--- config.mk ---
export PLATFORM = sky130hd
export DESIGN_NAME = lwpc_cell
export DESIGN_NICKNAME = d
export VERILOG_FILES = /design/src/rtl/core/lwpc_pkg.sv /design/src/rtl/core/lwpc_cell.sv
export SDC_FILE = /design/constraint.sdc
export NUM_CORES = 1
export LEC_CHECK = 0
export BUFFER_PORTS_ARGS = -buffer_cell sky130_fd_sc_hd__buf_2
export CAP_MARGIN = 10
export CORE_ASPECT_RATIO = 0.75
export CORE_MARGIN = 2
export CORE_UTILIZATION = 50
export DETAILED_ROUTE_END_ITERATION = 12
export GPL_TIMING_DRIVEN = 0
export PLACE_DENSITY = 0.79
export SYNTH_ARGS = -nofsm -noshare
export SYNTH_HDL_FRONTEND = slang
export SYNTH_SLANG_ARGS = --single-unit
--- constraint.sdc ---
create_clock -name clk -period 3.45 [get_ports clk]
set_input_delay 0.345 -clock clk [delete_from_list [all_inputs] [get_ports clk]]
set_output_delay 0.345 -clock clk [all_outputs]
set_load 0.1 [all_outputs]
--- src/rtl/core/lwpc_pkg.sv ---
// ----------------------------------------------------------------------------
// lwpc_pkg
// Shared constants and types of the line walk path counter.
// ----------------------------------------------------------------------------
package lwpc_pkg;

  localparam int MAX_POSITIONS = 32;
  localparam int MAX_STEPS     = 62;
  localparam int FIELD_W       = 6;
  localparam int COUNT_W       = 63;
  localparam int POS_IDX_W     = (MAX_POSITIONS > 1) ? $clog2(MAX_POSITIONS) : 1;

  localparam logic STATUS_OK      = 1'b0;
  localparam logic STATUS_BAD_ARG = 1'b1;

  typedef enum logic {
    ST_IDLE,
    ST_RUN
  } lwpc_state_t;

  typedef struct packed {
    logic load;
    logic advance;
  } lwpc_cell_ctl_t;

endpackage

--- src/rtl/core/lwpc_cell.sv ---
// ----------------------------------------------------------------------------
// lwpc_cell
// One position of the walk row: holds the walk count of its position and
// replaces it with the sum of its neighbors' counts on every move (zero if beyond the line).
// ----------------------------------------------------------------------------
module lwpc_cell (
  input  logic                          clk,
  input  logic                          rst_n,
  input  lwpc_pkg::lwpc_cell_ctl_t      ctl,
  input  logic                          seed,
  input  logic                          active,
  input  logic [lwpc_pkg::COUNT_W-1:0]  left_count,
  input  logic [lwpc_pkg::COUNT_W-1:0]  right_count,
  output logic [lwpc_pkg::COUNT_W-1:0]  count
);
  import lwpc_pkg::*;

  logic [COUNT_W-1:0] count_r;
  logic [COUNT_W-1:0] count_nxt;
  logic               active_r;

  always_comb begin
    count_nxt = count_r;
    if (ctl.load) begin
      count_nxt = {{(COUNT_W-1){1'b0}}, seed};
    end else if (ctl.advance) begin
      count_nxt = active_r ? (left_count + right_count) : '0;
    end
  end

  always_ff @(posedge clk) begin
    if (!rst_n) begin
      count_r  <= '0;
      active_r <= 1'b0;
    end else begin
      count_r <= count_nxt;
      if (ctl.load) begin
        active_r <= active;
      end
    end
  end

  assign count = count_r;

endmodule

=== Word level (Yosys, flattened, before mapping) ===
Index checks and enable logic that the tools add are counted.
W data, S select, Z words.

* Add/subtract/negate cells: 1
* Reductions and logical operators: 2
* Bitwise logic cells: 1
* Muxes and demuxes: 3

{| class="wikitable"
|+ Operator list
! cell !! number
|-
| $add A63 B63 Y63 || 1
|-
| $mux W63 || 1
|-
| $mux W1 || 2
|-
| $reduce_bool A2 Y1 || 1
|-
| $reduce_or A2 Y1 || 1
|-
| $not A1 Y1 || 1
|}

* Output and inout bits: 63
* Word-level logic and storage cells: 10
* Input port bits: 132
* Bits in registers: 64

=== Logic depth before layout (Yosys ltp) ===
* Depth in word-level cells: 4
* Gate-level depth with buffers: 12
* Mapped depth without buffers: 12

=== Least setup slack after synthesis ===
OpenSTA, ideal clock, no wires.

* Path type: in2reg
* Start: input port left_count[0] in the netlist's numbering
* End: register count_r[50], in the netlist count[50]
* Stages: 11
* Arrival time: 2711 ps
* Setup slack: 612 ps
* Required time: 3323 ps
* Setup time: 127 ps
* Buffers on the path: 0
* Path through: ha_1 -> fa_1 -> a21o_1 -> a221oi_2 -> nor4_4 -> o211a_1 -> o21ai_2 -> o211ai_2 -> a311oi_1 -> xor2_1 -> o21ai_0

* Word-level cells in the longest chain between the ends: 2

{| class="wikitable"
|+ RTL lines
! element !! RTL line !! RTL
|-
| start: declaration || lwpc_cell.sv:12 || <nowiki>input logic [lwpc_pkg::COUNT_W-1:0] left_count,</nowiki>
|-
| $add A63 B63 Y63 || lwpc_cell.sv:27 || <nowiki>count_nxt = active_r ? (left_count + right_count) : '0;</nowiki>
|-
| $mux W63 || lwpc_cell.sv:27 ||
|-
| end signal: assignment || lwpc_cell.sv:36 || <nowiki>count_r <= count_nxt;</nowiki>
|-
| end: declaration || lwpc_cell.sv:18 || <nowiki>logic [COUNT_W-1:0] count_r;</nowiki>
|}

Every way passes these cells.
A chain may end at the register's enable or synchronous reset.

=== Worst setup path in the final report ===
* Start: input port left_count[0] in the netlist's numbering
* End: register count_r[58], in the netlist count[58]

Same word-level chain as after synthesis.

==> metrics.txt <==
LEAKAGE 3.47 nW; Max-Cap Viols 0; Final Skew 8.54 ps; Reg area roughly 0.0013 mm^2; Tmin final 3090 ps; Synth Instances 751; die width 128 um; FFs w/ async S/R, synth 0%; CP Max Fanout 4; number of synthesized flops with an enable pin 0; CP max stage cell a221oi_2; Seq/Total Area, Yosys 22.1%; setup bufs post-CTS 0; share of cells above drive strength 1 26.4%; FILL cells roughly 1000; setup TNS 0 ps; final wirelength around 17000 um; # resized after CTS 0; later-pin clock latency in the skew report 340 ps; commonest non-fill, non-tap cells in the layout 199 x buf_2, 86 x a21oi_1, 83 x nand2_1, 64 x dfxtp_1, 62 x ha_1; area taken by multi-input logic gates approximately 0.0043 mm^2; CTS Buffer Depth 2; Syn Std Cell Area slightly below 0.006 mm^2; die height about 97 um; Post-CTS Hold Buffers 0; total congestion overflow 0; vias after detailed routing roughly 6300; Data arrival, critical path 3300 ps; Tot Pwr 0.00263 W; worst vdd ir 0.225 mV; vias in the first global route about 5600; largest net degree at the start of global routing 11; Top FF cell, synth dfxtp_1; first-pass GRT wire length 27000 um; Sink Count 64; IO Pins approximately 200; H-tree Lvls 3; outcome finished clean; fin cells 1105; Worst Path Class, Setup input port to register; Ys Warns 0; CTS buffer count 9; WHS about 240 ps; Reg clk slew, reported paths 60 ps; drt wl/cell 15.5 um; RSZ-0062 raised after global routing no; DRT Pass-1 Iters 5; crit path cell chain buf_2 -> ha_1 -> fa_1 -> a21o_1 -> a221oi_2 -> nor4_4 -> o211a_1 -> o21ai_2 -> o211ai_2 -> a31oi_2 -> o31ai_1 -> xnor2_1 -> o21ai_1; TritonCTS clock tree yes; FP Rows 34; number of diodes 0; Slew Limit Fails 0; number of cells on the worst reg-to-reg path 6; Starting Density 50.7%; initial antenna violation count 0; Tcrit/Tclk final approximately nine tenths; measured slew at the worst slew-check pin 516 ps; Hold Path Depth 2; syn_area_per_cell slightly below 8 um^2; CP endpoint kind register; Req. time, crit path 3660 ps; core box area 0.0114 mm^2; Area Growth Syn to Fin 24.7%; Final ANT Viol Nets 0; routability cong. 0.905; highest clock rate 0.323 GHz; type of origin of the critical path input port; hpwl dp ~14000 um; Crit path largest cell delay 420 ps; DR vias/cell 5.74; overall routing resource usage 26.6%; PD cells 363 mW/mm^2; Final Hold Viols 0; nets@finish 1151; DIE AREA 0.0125 mm^2; DR DRC count 0; relative slew slack 65.8%; setup violators final 0; syn_nets between 900 and 1000; Port Buf Inserts 194; Netlist cell types 71; Seq cells post-synth 64; Post-Route Utilization a little over three fifths; Inst Count DP about 1100; Tightest Hold Check Type input port to register; commonest non-fill, non-tap cell in the layout buf_2; Root Buffer clkbuf_16; DR iter-0 viols 511
-- worst paths after layout --
check,endpoint,from,slack [ps]
min,count[0],rst_n,240
max reg2reg,count[60],active_r,1480
max,count[58],left_count[0],360
min reg2reg,count[47],count[47],440
-- power breakdown --
part,internal (W),total [W],switching (W),leakage [nW]
Clock,0.000542,0.000885,0.000343,0.145
Sequential,0.000751,0.000757,0.00000627,0.517
Combinational,0.000386,0.000988,0.000602,2.80
-- stage by stage --
| step | cell area (um^2) | worst slack [ps] |
|---|---|---|
| floorplan | 5800 | 612 |
| global placement | 6960 | 88.8 |
| detailed placement | 6960 | 46.1 |
| CTS | 7240 | 391 |
| global route | 7240 | 272 |
| finish | 7240 | 359 |
-- cell usage after synthesis (3+ instances only) --
library cell	instances	share of area, %
nor4_1	5	0.54
and2_1	5	0.54
nand2_1	83	5.4
nand4_1	13	1.4
ha_1	62	13
a22oi_1	14	1.8
nand2b_1	6	0.65
dfxtp_1	64	22
buf_4	3	0.39
buf_2	5	0.43
o221ai_1	3	0.45
a21o_1	33	4.3
o21ai_0	52	4.5
nor3_1	6	0.52
nand3_1	14	1.2
a22o_1	6	0.91
o21bai_1	11	1.4
a21oi_1	86	7.4
o31ai_1	3	0.39
nor2_1	60	3.9
o211ai_1	4	0.52
xnor2_1	30	4.5
and3_1	11	1.2
mux2i_1	4	0.69
o21ai_1	12	1.0
a31o_2	5	0.75
inv_1	14	0.91
clkbuf_1	22	1.4
nor2b_1	19	2.0
xor2_1	28	4.2
o21ai_2	7	1.1
o21a_1	4	0.52
a31oi_1	9	0.97
-- registers in the layout, summed over array words and instances, names as in the netlist --
name	flops
active_r	1
count	63
-- metal layers --
layer / track usage [%] / part of all wire, % / vias up
met2: 40.2 / 43 / 265
met5: 0 / 0 / -
met1: 38.9 / 49 / 2898
li1: - / - / 3166
met3: 5.56 / 7.5 / 13
met4: 5.33 / 0.90 / 0
-- kinds of logic (layout without fill, tap and decap cells) --
kind of cell               Yosys count  count (layout)  share of synthesized area, %
muxes                                4               4                         0.690
xor gates and xnor gates            58              58                          8.75
DFF                                 64              64                          22.1
adders and majority gates           63              63                          13.7
buffers and inverters               49             259                          4.03
AOI/OAI and AO/OA                  278             278                          31.4
and+or+nand+nor                    235             235                          19.3
-- layout make-up --
cell class                 instances  share of cell area, %
sequential                        64                   17.7
multi-input combinational        638                   59.2
clock buffer                      13                   3.73
buffer                            35                   2.51
timing repair buffer             194                   13.4
inverter                          14                  0.726
tap                              144                   2.49
clock inverter                     3                  0.207
-- critical path: cells and delay by family --
kind | cells | cell delay, ps
compound gates | 8 | 1940
simple gates | 1 | 120
fa+ha+maj | 2 | 630
buf+inv | 1 | 100
xor+xnor | 1 | 170
Note: power is estimated with default switching activity, not from simulation.
