--- src/rtl/core/lwpc_pkg.sv ---
// ----------------------------------------------------------------------------
// lwpc_pkg
// Shared constants and types of the line walk path counter.
// ----------------------------------------------------------------------------
package lwpc_pkg;

  localparam int MAX_POSITIONS = 32;
  localparam int MAX_STEPS     = 62;
  localparam int FIELD_W       = 6;
  localparam int COUNT_W       = 63;
  localparam int POS_IDX_W     = (MAX_POSITIONS > 1) ? $clog2(MAX_POSITIONS) : 1;

  localparam logic STATUS_OK      = 1'b0;
  localparam logic STATUS_BAD_ARG = 1'b1;

  typedef enum logic {
    ST_IDLE,
    ST_RUN
  } lwpc_state_t;

  typedef struct packed {
    logic load;
    logic advance;
  } lwpc_cell_ctl_t;

endpackage

--- src/rtl/core/lwpc_ctrl.sv ---
// ----------------------------------------------------------------------------
// lwpc_ctrl
// Request check, move counter, sequencer of the cell row and result register.
// ----------------------------------------------------------------------------
module lwpc_ctrl (
  input  logic                            clk,
  input  logic                            rst_n,
  input  logic                            start,
  output logic                            busy,
  input  logic [lwpc_pkg::FIELD_W-1:0]    in_positions,
  input  logic [lwpc_pkg::FIELD_W-1:0]    in_start_position,
  input  logic [lwpc_pkg::FIELD_W-1:0]    in_target_position,
  input  logic [lwpc_pkg::FIELD_W-1:0]    in_steps,
  input  logic [lwpc_pkg::COUNT_W-1:0]    sel_count,
  output logic [lwpc_pkg::POS_IDX_W-1:0]  target_idx,
  output lwpc_pkg::lwpc_cell_ctl_t        cell_ctl,
  output logic                            out_valid,
  output logic [lwpc_pkg::COUNT_W-1:0]    out_walk_count,
  output logic                            out_status
);
  import lwpc_pkg::*;

  lwpc_state_t          state_r;
  lwpc_state_t          state_nxt;
  logic [FIELD_W-1:0]   steps_left_r;
  logic [FIELD_W-1:0]   steps_left_nxt;
  logic [POS_IDX_W-1:0] target_r;
  logic                 bad_req;
  logic                 accept;
  logic                 finish;
  logic                 out_valid_r;
  logic [COUNT_W-1:0]   out_walk_count_r;
  logic                 out_status_r;

  assign bad_req = (in_positions < FIELD_W'(2)) ||
                   (int'(in_positions) > MAX_POSITIONS) ||
                   (in_start_position == '0) || (in_start_position > in_positions) ||
                   (in_target_position == '0) || (in_target_position > in_positions);

  always_comb begin
    state_nxt = state_r;
    unique case (state_r)
      ST_IDLE: begin
        if (start && !bad_req) begin
          state_nxt = ST_RUN;
        end
      end
      ST_RUN: begin
        if (steps_left_r == '0) begin
          state_nxt = ST_IDLE;
        end
      end
      default: state_nxt = ST_IDLE;
    endcase
  end

  always_comb begin
    busy             = (state_r == ST_RUN);
    accept           = (state_r == ST_IDLE) && start;
    cell_ctl.load    = accept && !bad_req;
    cell_ctl.advance = (state_r == ST_RUN) && (steps_left_r != '0);
    finish           = (state_r == ST_RUN) && (steps_left_r == '0);
  end

  always_comb begin
    steps_left_nxt = steps_left_r;
    if (cell_ctl.load) begin
      steps_left_nxt = (int'(in_steps) > MAX_STEPS) ? FIELD_W'(MAX_STEPS) : in_steps;
    end else if (cell_ctl.advance) begin
      steps_left_nxt = steps_left_r - FIELD_W'(1);
    end
  end

  always_ff @(posedge clk) begin
    if (!rst_n) begin
      state_r      <= ST_IDLE;
      steps_left_r <= '0;
      out_valid_r  <= 1'b0;
    end else begin
      state_r      <= state_nxt;
      steps_left_r <= steps_left_nxt;
      out_valid_r  <= (accept && bad_req) || finish;
    end
  end

  always_ff @(posedge clk) begin
    if (cell_ctl.load) begin
      target_r <= POS_IDX_W'(in_target_position - FIELD_W'(1));
    end
    if ((accept && bad_req) || finish) begin
      out_walk_count_r <= finish ? sel_count : '0;
      out_status_r     <= finish ? STATUS_OK : STATUS_BAD_ARG;
    end
  end

  assign target_idx     = target_r;
  assign out_valid      = out_valid_r;
  assign out_walk_count = out_walk_count_r;
  assign out_status     = out_status_r;

endmodule

--- config.mk ---
export PLATFORM = sky130hd
export DESIGN_NAME = lwpc_ctrl
export DESIGN_NICKNAME = d
export VERILOG_FILES = /design/src/rtl/core/lwpc_pkg.sv /design/src/rtl/core/lwpc_ctrl.sv
export SDC_FILE = /design/constraint.sdc
export NUM_CORES = 1
export LEC_CHECK = 0
export ABC_AREA = 1
export ABC_CLOCK_PERIOD_IN_PS = 8050
export BUFFER_PORTS_ARGS = -buffer_cell sky130_fd_sc_hd__buf_2
export CAP_MARGIN = 20
export CORE_MARGIN = 2
export CORE_UTILIZATION = 50
export CTS_CLUSTER_SIZE = 20
export DETAILED_ROUTE_END_ITERATION = 7
export PLACE_DENSITY = 0.84
export SYNTH_ARGS = -nofsm -noshare
export SYNTH_HDL_FRONTEND = slang
export SYNTH_SLANG_ARGS = --single-unit
--- constraint.sdc ---
create_clock -name clk -period 8.05 [get_ports clk]
set_input_delay 0.4025 -clock clk [delete_from_list [all_inputs] [get_ports clk]]
set_output_delay 0.4025 -clock clk [all_outputs]
set_load 0.005 [all_outputs]
* Word-level counts from Yosys, hierarchy flattened
Index checks and enable logic that the tools add are counted.
** Cells by class
- Add/sub/neg operators :: 2
- $lt $le $gt $ge :: 5
- Reduce and logical (&&, ||, !) cells :: 18
- Multiplexer cells :: 7
- Bitwise gates (word level) :: 1
** Operator list (count)
- logical NOT 6 bit :: 3
- 2-to-1 mux 6 bit :: 3
- > comparator 6 bit :: 2
- > comparator 6 bit, second input constant :: 2
- logical AND 1 bit :: 6
- logical OR 1 bit :: 6
- < comparator 6 x 2 -> 1 bit, second input constant :: 1
- nonzero test 6 bit :: 1
- subtractor 6 x 1 -> 6 bit, second input constant :: 1
- subtractor 5 x 1 -> 5 bit, second input constant :: 1
- 2-to-1 mux 1 bit :: 3
- one-hot mux 1 bit (2 select lines) :: 1
- nonzero test 2 bit :: 1
- logical NOT 1 bit :: 1
- NOT 1 bit :: 1
** Word-level totals
- Bits in registers :: 77
- Logic and storage cells :: 39
- Output and inout port bits :: 73

* Depth between registers and ports, before layout
- Depth in word-level cells :: 10
- Mapped depth :: 14
- Depth with buffers taken out :: 14

* Worst setup path after synthesis
No wires, ideal clock.
- Path kind :: in2reg
- From :: in in_positions[5] in the netlist's numbering
- To :: reg out_status_r (netlist: out_status) (enable)
- Setup slack :: 4.893 ns
- Arrival :: 2.468 ns
- Cell stages on the path :: 9
- Buffers on the path :: 0
- Cell sequence :: inv_1 > ha_1 > nand2_1 > nor2_1 > nand3_1 > nand2_2 > inv_1 > o21ai_0 > nand2_1
** Between the ends
- Cells in the longest elaborated chain, start to end :: 8
- Elaborated cells on any way between the ends :: 11
- Those cells by class :: order compare: 4; reduce/logical: 7
** Ends and longest elaborated chain
- start: declaration :: line lwpc_ctrl.sv:10 : input logic [lwpc_pkg::FIELD_W-1:0] in_positions,
- < comparator 6 x 2 -> 1 bit / > comparator 6 bit (equally long branches) :: line lwpc_ctrl.sv:35, lwpc_ctrl.sv:36
- logical OR 1 bit :: line lwpc_ctrl.sv:35 : assign bad_req = (in_positions < FIELD_W'(2)) ||
- logical OR 1 bit :: line lwpc_ctrl.sv:36 : (int'(in_positions) > MAX_POSITIONS) ||
- logical OR 1 bit (2 in a row) :: line lwpc_ctrl.sv:37 : (in_start_position == '0) || (in_start_position > in_positions) ||
- logical OR 1 bit (*) :: line lwpc_ctrl.sv:38 : (in_target_position == '0) || (in_target_position > in_positions);
- logical AND 1 bit (*) :: line lwpc_ctrl.sv:90 : if ((accept && bad_req) || finish) begin
- logical OR 1 bit (*) :: line lwpc_ctrl.sv:90
- end signal: assignment :: line lwpc_ctrl.sv:92 : out_status_r <= finish ? STATUS_OK : STATUS_BAD_ARG;
- end: declaration :: line lwpc_ctrl.sv:33 : logic out_status_r;
Every way passes the cells marked *; elsewhere a longest branch is shown, timed or not.
A chain may end at the register's enable or synchronous reset.

==> run summary <==
CLOCK TREE
-----------------------------------------------------------------------------------------------
Post-CTS Repair Setup Buffers                                                                 0
Number of buffers on the longest clock path                                                   2
Post-cts sizing count                                                                         0
Clock sinks                                                                                  77
TritonCTS clock tree                                                                       done
Total number of H-tree levels                                                                 3
Total clock buffers created by CTS                                                            9
Clock input transition at the sequential cells of the worst setup and hold paths          80 ps
Root Buffer Master                                                                 sky130_fd_sc_hd__clkbuf_8
Total of hold buffers inserted after clock tree synthesis                                     0
Worst-Skew Late Latency                                                                  340 ps

WORST SETUP PATH
-----------------------------------------------------------------------------------------------
Max incr delay on CP                                                                     300 ps
Cell with the biggest individual delay on the critical path                        sky130_fd_sc_hd__ha_1
Flop2flop setup slack                                                                   6040 ps
Crit path buf inv count                                                                       4
Critical-path maximum fanout                                                                 12
Required time at the endpoint of the critical path                                      7650 ps
Start-to-end type of the worst setup path                                             in -> out
Critical path capture point type                                                    output port
Critical path data arrival time                                                         1960 ps
Sequence of cells on the critical path                                             buf_2, inv_1, ha_1, nand2_1, nor2_1, nand3_1, nand2_2, nand4_4, inv_1, buf_2
Cell family with most CP delay                                                     simple AND/OR/NAND/NOR gates
Nature of the critical path startpoint                                             primary input

SYNTH
-----------------------------------------------------------------------------------------------
Share of flip-flops with an asynchronous set or reset after synthesis                         0
Combinational family with the most area after synthesis                            simple AND/OR/NAND/NOR gates
Flops & latches, synth                                                                       77
Yosys warns                                                                                   0
EDFF count, synth                                                                            69
Simple-gate area share of the yosys netlist                                               0.186
Biggest area consumer among synthesized cells                                      sky130_fd_sc_hd__edfxtp_1
Fraction of the mapped netlist area in adder cells                                       0.0520
Mean area per synthesized cell                                                         10.1 um2
Fraction of synthesized cell area taken by the top area cell type                         0.574
Share of the synthesized area in compound gates (AO/OA/AOI/OAI)                          0.0215
Library cells used by synthesis                                                              26
Share of synthesized area spent on multiplexers                                               0
Netlist area before placement                                                          3610 um2
List of most frequent post-synthesis cells                                         sky130_fd_sc_hd__inv_1, sky130_fd_sc_hd__nor2_1, sky130_fd_sc_hd__edfxtp_1, sky130_fd_sc_hd__nand2_1, sky130_fd_sc_hd__ha_1
Sequential-to-total area share from yosys stat                                            0.618
Synth Area in XOR/XNOR                                                                   0.0146
Syn Nets                                                                                    463
Most instantiated library cell after synthesis                                     sky130_fd_sc_hd__inv_1
Top flip-flop cell by instance count after synthesis                               sky130_fd_sc_hd__edfxtp_1
Synth area leaders                                                                 sky130_fd_sc_hd__edfxtp_1, sky130_fd_sc_hd__inv_1, sky130_fd_sc_hd__nor2_1
Cell count after synthesis                                                                  358

DIE
-----------------------------------------------------------------------------------------------
Ports                                                                                       163
Effective utilization at floorplan                                                        0.523
Height of the die                                                                       89.0 um
Horizontal extent of the die                                                            89.0 um
Area of the placeable core                                                             6910 um2
# rows                                                                                       30
Die Area                                                                               7910 um2

DRT
-----------------------------------------------------------------------------------------------
Length of the first detailed-routing pass in iterations                                       4
Final WL                                                                                8.12 mm
Post-route DRC                                                                                0
Number of vias per cell after detailed routing                                             4.62
Iter 0 DRT Violations                                                                       115
Final antenna-violating net count                                                             0
Average wire length per cell after detail routing                                       13.0 um
Routed via count                                                                           2890

PLACE
-----------------------------------------------------------------------------------------------
Instance area at placement                                                             4520 um2
Detailed-placement wirelength estimate                                                  6.30 mm
Number of buffers added on ports                                                            162
RePlAce Congestion                                                                        0.892

PWR
-----------------------------------------------------------------------------------------------
Cell leakage power                                                                      2.51 nW
Areal power density over the cells                                                   197 nW/um2
Worst ir drop on vdd                                                                0.0000987 V

FINISH
-----------------------------------------------------------------------------------------------
P&R area growth vs syn                                                                    30.6%
Fraction of final layout cells sized beyond drive strength 1                              0.364
Design area                                                                            4710 um2
Ant diodes                                                                                    0
Net count, final                                                                            630
Fill cell instance count of the final layout                                                561

STA
-----------------------------------------------------------------------------------------------
Aggregate negative setup slack                                                             0 ps
Slew at the pin with the worst max-slew slack                                            789 ps
Final setup vio count                                                                         0
Fin crit period                                                                         2360 ps
Hold Violations, Final                                                                        0
Relative slew slack                                                                       0.474
Unrepaired setup endpoints after global routing                                              no
Max Transition Viols Final                                                                    0
Final setup skew                                                                        11.7 ps
Worst hold slack                                                                         312 ps
Share of the clock period used by the worst path                                          0.293
Maximum clock frequency                                                                 424 MHz

WORST HOLD PATH
-----------------------------------------------------------------------------------------------
Type of the most critical hold path                                                   in -> reg

JOB
-----------------------------------------------------------------------------------------------
Max cap viols                                                                                 0

GLOBAL ROUTE
-----------------------------------------------------------------------------------------------
Global-route wire length before repair                                                  11.8 mm
Via count of the first global-routing pass                                                 2764
Pin count of the biggest net entering global routing                                         66
Aggregate global-route resource usage                                                     0.200
Antenna violations before repair                                                              0
Global route overflow                                                                         0

OUTCOME
-----------------------------------------------------------------------------------------------
Run status                                                                         complete, no violations

-- through the flow --
stage | worst slack, ps | power (mW) | std cells | utilization
finish | 5690 | 0.928 | 626 | 0.683
global route | 5510 | 0.971 | 626 | 0.683
detailed placement | 5400 | 0.654 | 610 | 0.654
global placement | 5480 | 0.645 | 610 | 0.654
floorplan | 4890 | 0.578 | 358 | -
CTS | 5670 | 0.935 | 626 | 0.683
-- flip-flops by register name, indices dropped and copies added, names as in the netlist --
register and cells:
busy 1, out_status 1, out_valid 1, out_walk_count 63, steps_left_r 6, target_idx 5
-- final cells by class --
type                       instances  area, um2  share of cell area
multi-input combinational        181        993               0.211
sequential                        77       2230               0.473
inverter                          92        345              0.0732
clock buffer                       9        124              0.0263
timing repair buffer             164        826               0.175
tap                               96        120              0.0255
clock inverter                     7       73.8              0.0157
-- power breakdown --
group	internal [mW]	switching [mW]	leakage, nW
Sequential	0.481	0.0125	0.754
Combinational	0.0625	0.0870	1.65
Clock	0.144	0.140	0.101
Total	0.688	0.240	2.51
-- worst register-to-register path, cell delays in order (launching register included) --
cell and delay [ps]:
sky130_fd_sc_hd__dfxtp_1 320, sky130_fd_sc_hd__inv_1 90, sky130_fd_sc_hd__ha_1 210, sky130_fd_sc_hd__nand4_1 150, sky130_fd_sc_hd__inv_1 90, sky130_fd_sc_hd__nand2_2 60
sky130_fd_sc_hd__nand2_2 70, sky130_fd_sc_hd__buf_4 610
-- cells in the final DEF (no fill, tap or decap), types with 6 or more instances in the layout --
master / n
sky130_fd_sc_hd__a21oi_1: 9
sky130_fd_sc_hd__buf_2: 162
sky130_fd_sc_hd__clkbuf_8: 9
sky130_fd_sc_hd__dfxtp_1: 8
sky130_fd_sc_hd__edfxtp_1: 69
sky130_fd_sc_hd__ha_1: 15
sky130_fd_sc_hd__inv_1: 91
sky130_fd_sc_hd__nand2_1: 34
sky130_fd_sc_hd__nand2_2: 6
sky130_fd_sc_hd__nand3_1: 13
sky130_fd_sc_hd__nor2_1: 79
-- worst paths after layout --
check,startpoint,endpoint,depth (start not counted)
worst max-delay path,in_positions[5],cell_ctl[1],10
worst min-delay path,rst_n,steps_left_r[0],3
worst max register to register,steps_left_r[0],out_walk_count[56],7
worst min register to register,steps_left_r[4],steps_left_r[4],2
-- cell families after synthesis --
| group | Yosys count |
|---|---|
| buffers and inverters | 100 |
| flip-flops | 77 |
| AND/OR/NAND/NOR | 146 |
| XOR/XNOR | 6 |
| AO/OA/AOI/OAI | 14 |
| adder cells (fa/ha/maj) | 15 |
-- per-layer routing --
metal	track usage	up-vias	wire (um)	part of all wire
li1	-	1440	-	-
met1	0.215	1323	2990	0.37
met2	0.380	118	4400	0.54
met3	0.0582	9	643	0.079
met4	0.0543	0	85	0.010
met5	0	-	0	0
(Power assumes the default switching activity.)
